<file path="config.mk">
export PLATFORM = sky130hd
export DESIGN_NAME = atrl_ram
export DESIGN_NICKNAME = d
export VERILOG_FILES = /design/src/sv/animated_tile_region_lookup_top_assert.svh /design/src/sv/atrl_ram.sv
export SDC_FILE = /design/constraint.sdc
export NUM_CORES = 2
export LEC_CHECK = 0
export BUFFER_PORTS_ARGS = -buffer_cell sky130_fd_sc_hd__buf_4
export CAP_MARGIN = 40
export CELL_PAD_IN_SITES_DETAIL_PLACEMENT = 2
export CELL_PAD_IN_SITES_GLOBAL_PLACEMENT = 2
export CORE_ASPECT_RATIO = 0.6
export CORE_UTILIZATION = 33
export CTS_CLUSTER_DIAMETER = 40
export CTS_CLUSTER_SIZE = 40
export DETAILED_ROUTE_END_ITERATION = 10
export PLACE_DENSITY = 0.62
export SLEW_MARGIN = 10
export SYNTH_ARGS = -nofsm -noshare
export SYNTH_HDL_FRONTEND = slang
export SYNTH_SLANG_ARGS = --single-unit
</file>
<file path="constraint.sdc">
create_clock -name i_clk -period 3.4 [get_ports i_clk]
set_input_delay 0.68 -clock i_clk [delete_from_list [all_inputs] [get_ports i_clk]]
set_output_delay 0.68 -clock i_clk [all_outputs]
set_load 0.05 [all_outputs]
</file>
<file path="src/sv/animated_tile_region_lookup_top_assert.svh">
// ----------------------------------------------------------------------------
// Assertion macros for the animated tile region lookup block
// Immediate-implication and next-cycle-implication checks, clocked on i_clk,
// off while i_rst_n is low. Empty when SYNTH is defined.
// ----------------------------------------------------------------------------
`ifndef ANIMATED_TILE_REGION_LOOKUP_TOP_ASSERT_SVH
`define ANIMATED_TILE_REGION_LOOKUP_TOP_ASSERT_SVH

`ifndef SYNTH

// ante holds -> cons holds in the same cycle
`define ATRL_ASSERT_IMP(lbl, ante, cons, msg) \
    lbl: assert property (@(posedge i_clk) disable iff (!i_rst_n) (ante) |-> (cons)) \
        else $error(msg);

// ante holds -> cons holds in the next cycle
`define ATRL_ASSERT_NXT(lbl, ante, cons, msg) \
    lbl: assert property (@(posedge i_clk) disable iff (!i_rst_n) (ante) |=> (cons)) \
        else $error(msg);

`else

`define ATRL_ASSERT_IMP(lbl, ante, cons, msg)
`define ATRL_ASSERT_NXT(lbl, ante, cons, msg)

`endif

`endif

</file>
<file path="src/sv/atrl_ram.sv">
// ----------------------------------------------------------------------------
// atrl_ram
// Simple dual-port synchronous RAM: one write port, one read port with
// registered read data.
// ----------------------------------------------------------------------------
`default_nettype none

module atrl_ram #(
    parameter int WIDTH  = 8,
    parameter int DEPTH  = 256,
    parameter int ADDR_W = (DEPTH > 1) ? $clog2(DEPTH) : 1
) (
    input  logic              i_clk,
    input  logic              i_we,
    input  logic [ADDR_W-1:0] i_waddr,
    input  logic [WIDTH-1:0]  i_wdata,
    input  logic              i_re,
    input  logic [ADDR_W-1:0] i_raddr,
    output logic [WIDTH-1:0]  o_rdata
);

    logic [WIDTH-1:0] r_mem [DEPTH];
    logic [WIDTH-1:0] r_rdata;

    // write port
    always_ff @(posedge i_clk) begin
        if (i_we) begin
            r_mem[i_waddr] <= i_wdata;
        end
    end

    // read port, registered read data
    always_ff @(posedge i_clk) begin
        if (i_re) begin
            r_rdata <= r_mem[i_raddr];
        end
    end

    assign o_rdata = r_rdata;

endmodule

`default_nettype wire

</file>
==> flow_summary.json <==
{
  "cts.sink_count": 2056,
  "maxSlewViolCount": 0,
  "layout.cells.non_filler": 7706,
  "finalClockSkew_ns": 0.0468,
  "fin_nets": 4418,
  "final_layout_size_suffix_gt1_share_pct": 33.1,
  "detail_route.iter0.violations": 5611,
  "sum_of_routed_wire_length_over_all_layers_um": 265000,
  "grt_usage_pct": 21.6,
  "synthTopCellsByArea": "sky130_fd_sc_hd__edfxtp_1 78%, sky130_fd_sc_hd__mux4_2 13%, sky130_fd_sc_hd__mux2i_1 1.7%",
  "synth_top_flop_cell": "sky130_fd_sc_hd__edfxtp_1",
  "most_used_standard_cell_by_instance_count_after_synthesis": "sky130_fd_sc_hd__edfxtp_1",
  "setup_slack_ns": 0.238,
  "antenna_violations_before_repair": 17,
  "grt-ovfl-total": 0,
  "routed_wire_length_per_instance_um": 34.4,
  "min-delay-path-class": "primary input to flip-flop",
  "postRouteAntennaNets": 0,
  "floorplan.die.width_um": 636,
  "cts_resized": 0,
  "unrepaired_setup_endpoints_after_global_routing": "no",
  "powerDensity_nw_per_um2": 558,
  "achievable-frequency_ghz": 0.316,
  "power.static_leakage_uw": 0.0301,
  "swShare_pct": 24.0,
  "vias_per_cell": 5.63,
  "dpl.hpwl_um": 181000,
  "ys.warnings.count": 0,
  "core.rowCount": 139,
  "synth.top_cells.by_count": "2056 x sky130_fd_sc_hd__edfxtp_1, 454 x sky130_fd_sc_hd__mux4_2, 282 x sky130_fd_sc_hd__nor2_1, 134 x sky130_fd_sc_hd__mux2i_1, 133 x sky130_fd_sc_hd__a22oi_1",
  "hold_viol_final": 0,
  "synth-edff-count": 2056,
  "fin_util_pct": 39.4,
  "fin_setup_tns_ns": 0,
  "dr.pass1.iters": 5,
  "core_um2": 239000,
  "drv_cap": 0,
  "avg_inst_size_synth_um2": 21.3,
  "synth_largest_type_area_fraction_pct": 77.5,
  "multi_input_combinational_cell_area_um2": 16500,
  "worst_setup_path_end_kind": "flip-flop",
  "syn2layout_area_growth_pct": 18.6,
  "combPwrFrac_pct": 6.2,
  "arrival_ns": 3.73,
  "fill_cell_instance_count_of_the_final_layout": 22500,
  "critical_path.startpoint_type": "flip-flop",
  "synth_top_cell_by_area": "sky130_fd_sc_hd__edfxtp_1",
  "mappedNetlistArea_um2": 79600,
  "grt_max_degree": 113,
  "p_switching_uw": 12600,
  "outcome": "finished clean",
  "dpl.cell_count": 7386,
  "setup_viol": 0,
  "die_h_um": 383,
  "clock_power_share_pct": 40.7,
  "synth_fp_nets": 3760,
  "cts_tree": "done",
  "post_cts_buffers": 0,
  "port_buffers": 34,
  "cts.path.max_buffers": 4,
  "vias": 43400,
  "timing.critical_path.fanout_max": 1,
  "share_seq_of_total_power_pct": 53.1,
  "synthDistinctLibCells": 54,
  "fin_crit_share_pct": 93.0,
  "ioPinCount": 35,
  "synth_seq_cells": 2056,
  "final-seq-area_um2": 61700,
  "clk_pin_slew_worst_paths_ns": 0.08,
  "number_of_global_route_vias_before_repair": 44800,
  "detailed_route_drc_error_count": 0,
  "worst_ir_drop_vdd_mv": 0.466,
  "htree_num_levels": 4,
  "initial_utilization_pct": 33.3,
  "tritoncts.num_buffers": 175,
  "synthArstFlopShare_pct": 0,
  "grt_first_pass_wirelength_um": 370000,
  "clock_root_buffer": "sky130_fd_sc_hd__clkbuf_16",
  "crit_type": "flip-flop to flip-flop",
  "max-slew-margin-rel_pct": 41.1,
  "total_power_uw": 52700,
  "finalCriticalPeriod_ns": 3.16,
  "dpl_worst_slack_ns": -0.544,
  "critical_path_rt_ns": 3.97,
  "die_area_um2": 243000,
  "worst-slew-pin-transition_ns": 0.884,
  "cellInternalPower_uw": 40000,
  "synth.yosys.seq_area_share_pct": 77.5,
  "cts-hold-fix-buffers": 0,
  "finalWeightedCongestion": 0.841,
  "syn_inst": 3733,
  "clock_latency_ns": 0.84
}
cell type report:
cell class	count	area share, %
tap	3172	4.20
multi-input combinational	1442	17.5
clock inverter	126	1.49
antenna	6	0.0159
inverter	2	0.00795
timing repair buffer	714	6.63
clock buffer	188	4.80
sequential	2056	65.4
cell usage in the layout, fill, tap and decap left out, types with 33 or more instances in the layout:
cell	netlist	layout
sky130_fd_sc_hd__a21oi_1	96	96
sky130_fd_sc_hd__a22oi_1	133	133
sky130_fd_sc_hd__buf_12	8	66
sky130_fd_sc_hd__buf_4	27	637
sky130_fd_sc_hd__clkbuf_16	0	180
sky130_fd_sc_hd__edfxtp_1	2056	2056
sky130_fd_sc_hd__mux2i_1	134	134
sky130_fd_sc_hd__mux4_2	454	454
sky130_fd_sc_hd__nand2_1	33	33
sky130_fd_sc_hd__nor2_1	282	279
sky130_fd_sc_hd__o221ai_1	46	46
flip-flops by register name, indices dropped and copies added (netlist names):
name	cells
o_rdata	8
r_mem	2048
per-layer routing:
metal	track usage, %	up-vias	wire [um]
li1	-	17000	-
met1	33.8	24200	124000
met2	30.3	1911	112000
met3	5.45	249	25400
met4	3.73	2	4040
met5	0	-	13
worst paths after layout:
path / start / end / slack, ns / cells past startpoint
max: r_mem[26][3] / o_rdata[3] / 0.24 / 8
min: i_wdata[2] / r_mem[89][2] / 0.20 / 1
max reg2reg: r_mem[26][3] / o_rdata[3] / 0.24 / 8
min reg2reg: r_mem[49][3] / o_rdata[3] / 1.19 / 5
through the flow:
stage / hold WS [ns] / area (um^2)
detailed placement: 1.06 / 88500
global placement: 1.05 / 88500
floorplan: 0.779 / 79600
CTS: 0.144 / 94500
global route: 0.148 / 94500
finish: 0.200 / 94500
power by group through the flow:
stage,Clock [uW],Combinational (uW),Sequential (uW)
finish,21500,3270,27900
floorplan,0,1360,28600
global placement,0,3160,28500
CTS,21900,3270,27900
detailed placement,0,3250,28500
global route,22700,3400,27900
worst max-delay path: stages (launching register included):
cell,delay (ns)
sky130_fd_sc_hd__edfxtp_1,0.37
sky130_fd_sc_hd__mux4_2,0.46
sky130_fd_sc_hd__a22o_1,0.27
sky130_fd_sc_hd__a221oi_1,0.64
sky130_fd_sc_hd__buf_4,0.23
sky130_fd_sc_hd__o221ai_1,0.16
sky130_fd_sc_hd__buf_4,0.22
sky130_fd_sc_hd__a211oi_1,0.47
sky130_fd_sc_hd__nor4_1,0.09
kinds of logic (layout without fill, tap and decap cells):
logic type	count (synthesis)	in the layout	share of synthesized area, %
AOI/OAI and AO/OA	385	385	3.42
DFF	2056	2056	77.5
other	0	6	0
muxes	591	591	14.6
buffers and inverters	235	1030	1.83
and+or+nand+nor	466	466	2.63
Note: power is estimated with default switching activity, not from simulation.
