<file path="config.mk">
export PLATFORM = sky130hd
export DESIGN_NAME = atrl_div
export DESIGN_NICKNAME = d
export VERILOG_FILES = /design/src/sv/atrl_pkg.sv /design/src/sv/atrl_div.sv
export VERILOG_INCLUDE_DIRS = /design/src /design/src/sv
export SDC_FILE = /design/constraint.sdc
export NUM_CORES = 1
export LEC_CHECK = 0
export BUFFER_PORTS_ARGS = -buffer_cell sky130_fd_sc_hd__buf_4
export CAP_MARGIN = 25
export CORE_MARGIN = 2
export CORE_UTILIZATION = 50
export CTS_BUF_LIST = sky130_fd_sc_hd__clkbuf_8
export DETAILED_ROUTE_END_ITERATION = 10
export HOLD_SLACK_MARGIN = 0.05
export PLACE_DENSITY = 0.85
export SYNTH_ARGS = -nofsm -noshare
export SYNTH_HDL_FRONTEND = slang
export SYNTH_SLANG_ARGS = --single-unit
export TNS_END_PERCENT = 10
</file>
<file path="constraint.sdc">
create_clock -name i_clk -period 3.35 [get_ports i_clk]
set_input_delay 0.67 -clock i_clk [delete_from_list [all_inputs] [get_ports i_clk]]
set_output_delay 0.67 -clock i_clk [all_outputs]
set_load 0.02 [all_outputs]
</file>
<file path="src/sv/animated_tile_region_lookup_top_assert.svh">
// ----------------------------------------------------------------------------
// Assertion macros for the animated tile region lookup block
// Immediate-implication and next-cycle-implication checks, clocked on i_clk,
// off while i_rst_n is low. Empty when SYNTH is defined.
// ----------------------------------------------------------------------------
`ifndef ANIMATED_TILE_REGION_LOOKUP_TOP_ASSERT_SVH
`define ANIMATED_TILE_REGION_LOOKUP_TOP_ASSERT_SVH

`ifndef SYNTH

// ante holds -> cons holds in the same cycle
`define ATRL_ASSERT_IMP(lbl, ante, cons, msg) \
    lbl: assert property (@(posedge i_clk) disable iff (!i_rst_n) (ante) |-> (cons)) \
        else $error(msg);

// ante holds -> cons holds in the next cycle
`define ATRL_ASSERT_NXT(lbl, ante, cons, msg) \
    lbl: assert property (@(posedge i_clk) disable iff (!i_rst_n) (ante) |=> (cons)) \
        else $error(msg);

`else

`define ATRL_ASSERT_IMP(lbl, ante, cons, msg)
`define ATRL_ASSERT_NXT(lbl, ante, cons, msg)

`endif

`endif

</file>
<file path="src/sv/atrl_pkg.sv">
// ----------------------------------------------------------------------------
// atrl_pkg
// Sizes, codes and shared types of the animated tile region lookup block.
// ----------------------------------------------------------------------------
`default_nettype none

package atrl_pkg;

    // table sizes
    localparam int TILES  = 256;
    localparam int ANIMS  = 16;
    localparam int FRAMES = 16;

    localparam int TILE_W  = (TILES > 1) ? $clog2(TILES) : 1;
    localparam int SLOT_W  = (ANIMS > 1) ? $clog2(ANIMS) : 1;
    localparam int ACNT_W  = $clog2(ANIMS + 1);
    localparam int FCNT_W  = $clog2(FRAMES + 1);
    localparam int FADDR_W = (ANIMS * FRAMES > 1) ? $clog2(ANIMS * FRAMES) : 1;

    // field widths
    localparam int FTILE_W = 8;
    localparam int DUR_W   = 16;
    localparam int TOT_W   = $clog2(FRAMES * ((1 << DUR_W) - 1) + 1);
    localparam int GID_W   = 32;
    localparam int TIME_W  = 32;
    localparam int COLS_W  = 9;
    localparam int TCNT_W  = 9;
    localparam int PIX_W   = 11;
    localparam int OFS_W   = 18;

    localparam int S_TDATA_W = 96;
    localparam int M_TDATA_W = 48;

    localparam int CFG_IDX_W  = 3;
    localparam int CFG_DATA_W = 32;

    // divider
    localparam int DIV_NUM_W = 32;
    localparam int DIV_CNT_W = $clog2(DIV_NUM_W);

    // item kinds
    localparam logic OP_ADD    = 1'b0;
    localparam logic OP_LOOKUP = 1'b1;

    // register indexes
    localparam logic [CFG_IDX_W-1:0] REG_FIRST_GID   = 3'd0;
    localparam logic [CFG_IDX_W-1:0] REG_TILE_COUNT  = 3'd1;
    localparam logic [CFG_IDX_W-1:0] REG_COLUMNS     = 3'd2;
    localparam logic [CFG_IDX_W-1:0] REG_TILE_WIDTH  = 3'd3;
    localparam logic [CFG_IDX_W-1:0] REG_TILE_HEIGHT = 3'd4;

    typedef struct packed {
        logic busy;
        logic done;
    } t_div_stat;

    typedef struct packed {
        logic [DIV_NUM_W-1:0] quo;
        logic [COLS_W-1:0]    rem;
    } t_div_res;

    typedef struct packed {
        logic [FTILE_W-1:0] tile;
        logic [DUR_W-1:0]   dur;
    } t_frame;

endpackage

`default_nettype wire

</file>
<file path="src/sv/atrl_div.sv">
// ----------------------------------------------------------------------------
// atrl_div
// Restoring divider, one quotient bit per cycle: 32-bit id by column count.
// ----------------------------------------------------------------------------
`default_nettype none
`include "animated_tile_region_lookup_top_assert.svh"

module atrl_div import atrl_pkg::*; (
    input  logic                 i_clk,
    input  logic                 i_rst_n,
    input  logic                 i_start,
    input  logic [DIV_NUM_W-1:0] i_dividend,
    input  logic [COLS_W-1:0]    i_divisor,
    output t_div_stat            o_stat,
    output t_div_res             o_res
);

    logic                 r_busy;
    logic                 r_done;
    logic [DIV_CNT_W-1:0] r_cnt;
    logic [DIV_NUM_W-1:0] r_quo;
    logic [COLS_W-1:0]    r_rem;
    logic [COLS_W-1:0]    r_div;

    logic [COLS_W:0]      w_sh;
    logic [COLS_W:0]      w_diff;
    logic                 w_ge;
    logic [COLS_W-1:0]    n_rem;
    logic                 w_last;

    // shift in the next dividend bit and try the subtract
    assign w_sh   = {r_rem, r_quo[DIV_NUM_W-1]};
    assign w_ge   = (w_sh >= {1'b0, r_div});
    assign w_diff = w_sh - {1'b0, r_div};
    assign n_rem  = w_ge ? w_diff[COLS_W-1:0] : w_sh[COLS_W-1:0];
    assign w_last = (r_cnt == DIV_CNT_W'(DIV_NUM_W - 1));

    // control
    always_ff @(posedge i_clk) begin
        if (!i_rst_n) begin
            r_busy <= 1'b0;
            r_done <= 1'b0;
            r_cnt  <= '0;
        end else if (i_start) begin
            r_busy <= 1'b1;
            r_done <= 1'b0;
            r_cnt  <= '0;
        end else if (r_busy) begin
            r_cnt <= r_cnt + DIV_CNT_W'(1);
            if (w_last) begin
                r_busy <= 1'b0;
                r_done <= 1'b1;
            end
        end else begin
            r_done <= 1'b0;
        end
    end

    // datapath: quotient bits shift in where dividend bits shift out
    always_ff @(posedge i_clk) begin
        if (i_start) begin
            r_quo <= i_dividend;
            r_rem <= '0;
            r_div <= i_divisor;
        end else if (r_busy) begin
            r_quo <= {r_quo[DIV_NUM_W-2:0], w_ge};
            r_rem <= n_rem;
        end
    end

    assign o_stat.busy = r_busy;
    assign o_stat.done = r_done;
    assign o_res.quo   = r_quo;
    assign o_res.rem   = r_rem;

    `ATRL_ASSERT_IMP(a_div_start_idle, i_start, !r_busy, "divider restarted while busy")
    `ATRL_ASSERT_NXT(a_div_done_after_last, r_busy && w_last, r_done && !r_busy, "divider did not finish")
    `ATRL_ASSERT_NXT(a_div_done_pulse, r_done, !r_done, "divider done held")

endmodule

`default_nettype wire

</file>
==> results of run 1 <==
-- path summary, 6_finish.rpt --
| check | from | end | slack (ps) | cells after the start |
|---|---|---|---|---|
| max reg2reg | r_quo[31]$_DFFE_PP_ | r_quo[0]$_DFFE_PP_ | 650 | 8 |
| min reg2reg | r_rem[2]$_SDFFE_PP0P_ | r_rem[2]$_SDFFE_PP0P_ | 510 | 2 |
| max | r_quo[31]$_DFFE_PP_ | r_quo[0]$_DFFE_PP_ | 650 | 8 |
| min | r_rem[2]$_SDFFE_PP0P_ | r_rem[2]$_SDFFE_PP0P_ | 510 | 2 |
-- flip-flops by register name, indices dropped and copies added (netlist names) --
register,flops
r_cnt,5
r_div,9
r_busy,1
r_done,1
r_rem,9
r_quo,32
-- through the flow --
step	util (%)	std cells	worst slack, ps
floorplan	-	219	840
global placement	64.1	367	808
detailed placement	64.1	367	695
CTS	66.9	383	686
global route	66.9	383	566
finish	66.9	383	650
-- worst max-delay path, cell delays in order, from the launching register on --
cell and delay (ps):
edfxtp_1 410, inv_1 80, ha_1 150, inv_1 50, fa_1 400, a211oi_1 430, o21a_1 300, o211ai_2 250
mux2_2 360
-- logic make-up after synthesis --
| kind of cell | share of synthesized area [%] |
|---|---|
| xor+xnor | 2.18 |
| compound gates | 8.63 |
| simple gates | 8.94 |
| fa+ha+maj | 5.60 |
| buf+inv | 3.43 |
| mux | 16.1 |
| flops | 55.2 |
-- power by group through the flow --
stage / Sequential [mW] / Combinational, mW / Clock, mW
3_5_place_dp: 0.887 / 0.458 / 0
5_1_grt: 0.882 / 0.495 / 0.550
6_report: 0.873 / 0.457 / 0.517
2_1_floorplan: 0.945 / 0.226 / 0
4_1_cts: 0.874 / 0.459 / 0.529
3_3_place_gp: 0.885 / 0.447 / 0
-- cells in the final DEF (no fill, tap or decap), drive strengths merged, types with 7 or more instances in the layout --
cell    Yosys  layout
a211oi      7       7
buf         4      88
clkbuf      8       9
dfxtp      16      16
edfxtp     41      41
ha         11      11
inv        11      13
mux2       33      33
mux2i       8       8
nand2       8       8
nor2       20      20
-- routing by layer --
| metal | routed length, µm | GRT usage, % | up-vias |
|---|---|---|---|
| li1 | - | - | 994 |
| met1 | 2500 | 22.7 | 977 |
| met2 | 2840 | 32.4 | 85 |
| met3 | 499 | 8.64 | 9 |
| met4 | 78 | 8.10 | 0 |
| met5 | 0 | 0 | - |
-- area by class of cell --
| cell class | count | area, µm² | area share, % |
|---|---|---|---|
| timing repair buffer | 88 | 661 | 18.0 |
| sequential | 57 | 1550 | 42.4 |
| multi-input combinational | 139 | 1160 | 31.8 |
| clock inverter | 7 | 30.0 | 0.820 |
| inverter | 11 | 41.3 | 1.13 |
| clock buffer | 9 | 124 | 3.38 |
| tap | 72 | 90.1 | 2.46 |
==> run_results.csv, run 1 <==
group,metric,value,unit
status,outcome,"finished, final reports clean",
yosys,yosys-top-cells-area,"edfxtp_1, mux2_2, dfxtp_1, ha_1, mux2i_1",
finish,nets,362,
yosys,synth_top_cell_area_share,43.8,%
drt,wl_per_cell,15.4,µm
clock_network,clk_transition_reported_paths,60,ps
timing,rsz0062_at_grt,"false",
clock_network,cts_setup_buffers,0,
power,vdd_drop_max,0.292,mV
drt,drt_iter0_drc,55,
clock_network,cts_buffers,9,
die,floorplan.rows,27,
drt,routed_wirelength,5920,µm
yosys,postSynthNetCount,275,
worst_setup_path,required,3430,ps
worst_setup_path,cp_max_fo,8,
power,p_leak,1.58,nW
yosys,synth-async-reset-ratio,0,%
grt,grt_usage,19.8,%
drt,antenna_left,0,
grt,first_global_vias,2119,
yosys,syn_inst,219,
timing,finalSetupViolCount,0,
yosys,synth_ff_type,"edfxtp_1",
timing,relSlewSlack,49.5,%
yosys,yosysWarnings,0,
clock_network,clkLatencyLatePin,330,ps
clock_network,htree_levels,3,
die,start_util,51.4,%
power,p_sw_share,29.5,%
yosys,synth_common_cells,"edfxtp_1, mux2_2, nor2_1",
timing,slew_violations,0,
power,p_int,1.30,mW
clock_network,ctsLongestPathBuffers,2,
timing,finalCritPeriodShare,80.6,%
clock_network,cts_tree,"built",
worst_setup_path,endpoint_kind,"flop",
worst_setup_path,path_class,"reg2reg",
die,num_io_pins,87,
timing,worst_pin_slew,757,ps
finish,final_area,3660,µm²
grt,grt_max_degree,33,
worst_setup_path,cp-start-kind,"flop",
grt,antenna_found_initial,0,
clock_network,post_cts_resize_count,0,
timing,fin_tns_setup,0,ps
worst_setup_path,crit_arrival,2780,ps
die,dieArea,6240,µm²
yosys,yosysSeqAreaShare,55.2,%
finish,drive_gt1_share,44.7,%
clock_network,clkSinkCount,57,
yosys,ys_ff_latch,57,
timing,finClkSkew,9.58,ps
finish,fillers,442,
placement,gp_congestion,0.806,
yosys,yosys.cell_count.top_type,"edfxtp_1",
timing,period_needed,2700,ps
finish,areaGrowthSynthToFinish,30.2,%
clock_network,cts-root-buf,"clkbuf_8",
finish,antennaDiodeCount,0,
flow_run,max-cap-violations,0,
timing,max_freq,0.370,GHz
drt,first_pass_iters,5,
power,power_density,504,nW/µm²
power,p_sw,0.544,mW
drt,num_vias,2065,
power,finalPower,1.85,mW
drt,drc,0,
yosys,synth_edf_count,41,
timing,worst_hold_slack,510,ps
placement,io_buffers,86,
yosys,synth_largest_area_cell,"edfxtp_1",
drt,viasPerCell,5.39,
placement,placed_cell_area,3510,µm²
die,die_h,79,µm
placement,hpwlAfterDp,4280,µm
power,p_seq_share,47.3,%
clock_network,cts_hold_buf,0,
die,core-area,5470,µm²
power,power_frac_clock,28.0,%
yosys,synth.cell_area,2810,µm²
power,combPwrFrac,24.8,%
grt,grt_first_pass_wirelength,9380,µm
grt,grt_overflow,0,
yosys,synth.distinct_cells,40,
yosys,synth.avg_cell_area,12.8,µm²
die,die_w,79,µm
timing,hold_viol,0,
hold_path,hold_class,"reg2reg",
Note: power is estimated with default switching activity, not from simulation.
==> run 2, diff against run 1 <==
Settings changed: ABC_AREA from default to 1, CORE_UTILIZATION 50 to 48.
Clock period 3.35 ns to 2.39 ns, I/O delays scaled along.
==> run 2 against run 1 <==
Core utilization decreased by 2.9 points. Critical path depth rose by 3. Sequential power rose by 37%. Clock-buffer cell count increased by 1. Non-clock buffer count grew 2. Design area is 2.3% higher. Critical path type unchanged. Largest power group unchanged.
==> run_results.csv, run 2 <==
group,metric,value,unit
finish,fillers,492,
worst_setup_path,r2r_end,"r_rem[7]$_SDFFE_PP0P_",
worst_setup_path,crit_path_top_delay_cell,"fa_1",
yosys,synth.cell_area,2880,µm²
grt,grt_max_degree,43,
worst_setup_path,ff2ff_setup_slack,390,ps
grt,met2_usage,35.2,%
drt,routed_wirelength,6420,µm
timing,finalSetupViolCount,0,
finish,biggestRegsByFlops,"r_quo (32), r_div (9), r_rem (9)",
grt,grt.busiest_layer,"met2",
worst_setup_path,cpPeakStageDelay,420,ps
grt,met1_usage,26.0,%
timing,worst_slack,386,ps
finish,max_flop_register,"r_quo",
yosys,synth-async-reset-ratio,0,%
clock_network,post_cts_resize_count,0,
hold_path,hold_class,"in2reg",
yosys,synth_common_cells,"nand2_1, edfxtp_1, inv_1",
power,finalPower,2.40,mW
worst_setup_path,cp-start-kind,"flop",
timing,finClkSkew,6.76,ps
die,die_w,81.5,µm
status,outcome,"finished, final reports clean",
timing,worst_hold_slack,319,ps
finish,layout_commonest_cell,"nand2_1",
yosys,synth_edf_count,41,
timing,max_freq,0.499,GHz
worst_setup_path,r2r_cells,11,
grt,grt_overflow,0,
die,num_io_pins,87,
die,core-area,5850,µm²
hold_path,min-delay-start,"i_divisor[0]",
timing,period_needed,2000,ps
yosys,synth_largest_area_cell,"edfxtp_1",
timing,relSlewSlack,68.9,%
yosys,yosys.cell_count.top_type,"nand2_1",
placement,io_buffers,86,
yosys,yosysSeqAreaShare,53.9,%
clock_network,clkLatencyLatePin,330,ps
timing,hold_viol,0,
power,vdd_drop_max,0.443,mV
grt,grtUsageMet3,7.80,%
timing,rsz0062_at_grt,"false",
worst_setup_path,cp_common_cell,"nand2_1",
finish,nets,485,
flow_run,max-cap-violations,0,
worst_setup_path,required,2670,ps
worst_setup_path,critPathBufInv,2,
clock_network,cts_tree,"built",
grt,antenna_found_initial,0,
worst_setup_path,crit_chain,"inv_1 > ha_1 > inv_1 > fa_1 > nand2_1 > nand3_2 > nand2_2 > nand2_2 > nand2_1 > nand3_1 > nand2_1",
power,p_leak,1.94,nW
yosys,ys_ff_latch,57,
drt,wl_per_cell,12.6,µm
clock_network,cts_buffers,9,
finish,areaGrowthSynthToFinish,30.0,%
worst_setup_path,r2r-start,"r_quo[31]$_DFFE_PP_",
finish,antennaDiodeCount,0,
clock_network,clkSinkCount,57,
grt,grt_first_pass_wirelength,10700,µm
timing,worst_pin_slew,463,ps
clock_network,htree_levels,3,
clock_network,cts_hold_buf,0,
timing,fin_tns_setup,0,ps
placement,post-place-ws,407,ps
die,dieArea,6640,µm²
hold_path,min_to,"r_div[0]$_DFFE_PP_",
hold_path,holdPathStages,1,
clock_network,cts-root-buf,"clkbuf_8",
clock_network,clk_transition_reported_paths,60,ps
yosys,syn_inst,340,
die,start_util,49.2,%
worst_setup_path,critPathTopFamily,"simple AND/OR/NAND/NOR gates",
drt,num_vias,2472,
yosys,synth_ff_type,"edfxtp_1",
grt,grt_usage,21.4,%
yosys,synth.avg_cell_area,8.47,µm²
clock_network,cts_setup_buffers,0,
timing,finalCritPeriodShare,83.9,%
worst_setup_path,path_class,"reg2reg",
die,floorplan.rows,28,
drt,antenna_left,0,
drt,first_pass_iters,4,
grt,first_global_vias,2396,
yosys,synth_top_cell_area_share,42.7,%
finish,final_cell_mix,"nand2_1, buf_4, edfxtp_1, inv_1, nand3_1",
worst_setup_path,cp_max_fo,11,
timing,slew_violations,0,
placement,hpwlAfterDp,4740,µm
clock_network,ctsLongestPathBuffers,2,
power,power_density,640,nW/µm²
drt,drc,0,
yosys,yosysWarnings,0,
yosys,postSynthNetCount,396,
drt,drt_iter0_drc,168,
finish,drive_gt1_share,26.0,%
drt,viasPerCell,4.86,
worst_setup_path,endpoint_kind,"flop",
yosys,synth.distinct_cells,28,
die,die_h,81.5,µm
placement,gp_congestion,0.815,
yosys,yosys-top-cells-area,"edfxtp_1, nand2_1, dfxtp_1, inv_1, ha_1",
finish,largest_reg_flops,32,
worst_setup_path,crit_arrival,2280,ps
## run 2: through the flow
step | instance area, µm² | cells | utilization (%)
floorplan | 2880 | 340 | -
global placement | 3580 | 493 | 61.2
detailed placement | 3580 | 493 | 61.2
CTS | 3740 | 509 | 64.0
global route | 3740 | 509 | 64.0
finish | 3740 | 509 | 64.0
## run 2: cell families after synthesis
logic type               count (synthesis)  share of synthesized area [%]
XOR/XNOR                                 3                          0.912
adder cells (fa/ha/maj)                 12                           5.47
AND/OR/NAND/NOR                        204                           29.7
AO/OA/AOI/OAI                           14                           2.69
flip-flops                              57                           53.9
buffers and inverters                   50                           7.34
## run 2: metal layers
layer	routed length [µm]	vias up
li1	-	1266
met3	531	8
met5	0	-
met1	2720	1115
met4	76	0
met2	3090	83
## run 2: worst max path at each step
stage	slack (ps)	startpoint	endpoint	cells after the start
after floorplan	460	i_start	r_quo[0]$_DFFE_PP_	4
after global placement	500	r_quo[31]$_DFFE_PP_	r_rem[7]$_SDFFE_PP0P_	11
after detailed placement	410	r_quo[31]$_DFFE_PP_	r_rem[5]$_SDFFE_PP0P_	11
after CTS	380	r_quo[31]$_DFFE_PP_	r_rem[7]$_SDFFE_PP0P_	11
after global routing	210	r_quo[31]$_DFFE_PP_	r_rem[7]$_SDFFE_PP0P_	11
final	390	r_quo[31]$_DFFE_PP_	r_rem[7]$_SDFFE_PP0P_	11
## run 2: power breakdown
part / total, mW / switching [mW] / internal [mW]
clock network: 0.748 / 0.361 / 0.387
registers: 1.20 / 0.0468 / 1.15
logic: 0.448 / 0.255 / 0.192
total: 2.40 / 0.663 / 1.73
## run 2: cell type report
type | instances | area (µm²) | area share (%)
flip-flops and latches | 57 | 1550 | 41.4
clock buffers | 10 | 138 | 3.68
clock inverters | 6 | 26.3 | 0.702
repair buffers | 90 | 676 | 18.0
inverters | 38 | 143 | 3.81
well taps | 75 | 93.8 | 2.51
multi-input cells | 233 | 1120 | 29.8
==> run 3, diff against run 2 <==
Clock period 2.39 ns to 1.64 ns, I/O delays scaled along.
==> run 3 against run 2 <==
Clock-buffer cell count did not move. First-iteration DRC count fell by 16%. Design area grew 8.4%. Wire length increased by 17%. Fmax rose by 8.7%. The flow now finishes with violations (setup timing). Sequential share of layout area shrank 3.2 points. Non-clock buffer count grew 24. Largest cell class unchanged. Critical endpoint is now r_rem[8]$_SDFFE_PP0P_. Register-to-register slack lost 590 ps. Clock power is 100% higher. Sequential power is 46% higher. Global-route usage grew 3.1 points. Critical path type unchanged. Worst hold slack worse by 160 ps.
==> run_results.csv, run 3 (synthesized netlist as in run 2, its figures left out) <==
group,metric,value,unit
clock_network,clk_transition_reported_paths,70,ps
power,combPwrFrac,18.6,%
placement,gp_congestion,0.917,
status,violations,"setup timing",
drt,viasPerCell,5.06,
die,die_w,81.5,µm
timing,hold_viol,0,
hold_path,hold_class,"in2reg",
status,outcome,"finished, violations left",
die,die_h,81.5,µm
placement,io_buffers,86,
finish,largest_reg_flops,32,
clock_network,htree_levels,3,
power,p_sw_share,27.0,%
clock_network,cts-root-buf,"clkbuf_8",
finish,biggestRegsByFlops,"r_quo (32), r_div (9), r_rem (9)",
grt,grt_overflow,0,
timing,finClkSkew,9.58,ps
power,p_seq_share,43.9,%
worst_setup_path,path_class,"reg2reg",
flow_run,max-cap-violations,0,
worst_setup_path,critPathTopFamily,"simple AND/OR/NAND/NOR gates",
timing,worst_hold_slack,160,ps
power,p_leak,2.10,nW
worst_setup_path,endpoint_kind,"flop",
worst_setup_path,cp_max_fo,3,
timing,slew_violations,0,
grt,grt_first_pass_wirelength,12100,µm
power,p_int,2.91,mW
drt,drt_iter0_drc,141,
worst_setup_path,required,1870,ps
drt,routed_wirelength,7480,µm
clock_network,clkSinkCount,57,
placement,hpwlAfterDp,5200,µm
die,dieArea,6640,µm²
drt,wl_per_cell,14.0,µm
grt,grt_usage,24.5,%
grt,grt_max_degree,35,
power,finalPower,3.99,mW
clock_network,clkLatencyLatePin,340,ps
power,p_sw,1.08,mW
clock_network,cts_tree,"built",
clock_network,ctsLongestPathBuffers,2,
finish,fillers,449,
timing,relSlewSlack,72.4,%
finish,layout_commonest_cell,"nand2_1",
die,start_util,49.2,%
worst_setup_path,critPathBufInv,2,
finish,drive_gt1_share,32.1,%
grt,antenna_found_initial,0,
timing,worst_pin_slew,413,ps
power,vdd_drop_max,0.694,mV
finish,seq_area,1550,µm²
worst_setup_path,crit_arrival,2080,ps
drt,drc,0,
timing,period_needed,1840,ps
power,power_frac_clock,37.6,%
timing,max_freq,0.542,GHz
finish,multi_input_area,1150,µm²
timing,worst_slack,-205,ps
timing,finalSetupViolCount,10,
grt,first_global_vias,2729,
die,floorplan.rows,28,
finish,final_area,4060,µm²
finish,nets,509,
clock_network,cts_buffers,9,
finish,antennaDiodeCount,0,
worst_setup_path,crit_chain,"inv_2 > ha_4 > inv_2 > fa_2 > nand3_1 > nand3_2 > nand2_2 > nand3_1 > nand2_1 > nand2_1 > nand3_1 > nand2_1",
placement,placed_cell_area,3750,µm²
timing,rsz0062_at_grt,"true",
drt,num_vias,2695,
worst_setup_path,cp-start-kind,"flop",
finish,areaGrowthSynthToFinish,41.0,%
worst_setup_path,crit_path_top_delay_cell,"edfxtp_1",
finish,final_cell_mix,"nand2_1, buf_4, edfxtp_1, inv_1, nand3_1",
die,core-area,5850,µm²
finish,max_flop_register,"r_quo",
timing,finalCritPeriodShare,112,%
worst_setup_path,cpPeakStageDelay,420,ps
drt,antenna_left,0,
power,power_density,983,nW/µm²
die,num_io_pins,87,
drt,first_pass_iters,4,
==> run 3: cell type report <==
type / count / share of cell area (%)
Inverter: 38 / 3.51
Clock buffer: 10 / 3.39
Tap cell: 75 / 2.31
Timing Repair Buffer: 114 / 21.9
Sequential cell: 57 / 38.2
Multi-Input combinational cell: 233 / 28.4
Clock inverter: 6 / 2.25
==> run 3: routing by layer <==
metal / part of all wire [%] / wire length [µm] / GRT usage, % / vias up
li1: - / - / - / 1308
met1: 39 / 2920 / 27.2 / 1257
met3: 7.1 / 534 / 8.90 / 22
met2: 51 / 3840 / 42.0 / 108
met5: 0 / 0 / 0 / -
met4: 2.6 / 192 / 11.4 / 0
==> run 3: what timing repair did <==
item,CTS,global route
setup buffers,5,0
pin swaps,6,6
hold buffers,0,0
resized for setup,6,4
endpoints found under the setup margin,10,10
==> run 3: stage by stage <==
stage | setup TNS [ps] | util (%) | instances | setup slack, ps
after global placement | -746 | 64.2 | 512 | -89.9
after CTS | -1290 | 69.1 | 533 | -142
final | -1480 | 69.4 | 533 | -205
after detailed placement | -1460 | 64.2 | 512 | -167
after global routing | -2520 | 69.4 | 533 | -280
after floorplan | -5830 | - | 340 | -174
==> run 3: power by group through the flow <==
stage	logic, mW	clock network [mW]	registers (mW)
4_1_cts	0.728	1.52	1.75
2_1_floorplan	0.262	0	1.88
3_3_place_gp	0.685	0	1.77
3_5_place_dp	0.709	0	1.77
5_1_grt	0.806	1.58	1.76
6_report	0.741	1.50	1.75
==> run 3: final timing paths <==
kind / startpoint / end / slack, ps / cells after the start
max: r_quo[31]$_DFFE_PP_ / r_rem[8]$_SDFFE_PP0P_ / -200 / 12
min: i_divisor[6] / r_div[6]$_DFFE_PP_ / 160 / 1
max reg2reg: r_quo[31]$_DFFE_PP_ / r_rem[8]$_SDFFE_PP0P_ / -200 / 12
min reg2reg: r_cnt[4]$_SDFFE_PP0P_ / r_cnt[4]$_SDFFE_PP0P_ / 490 / 2
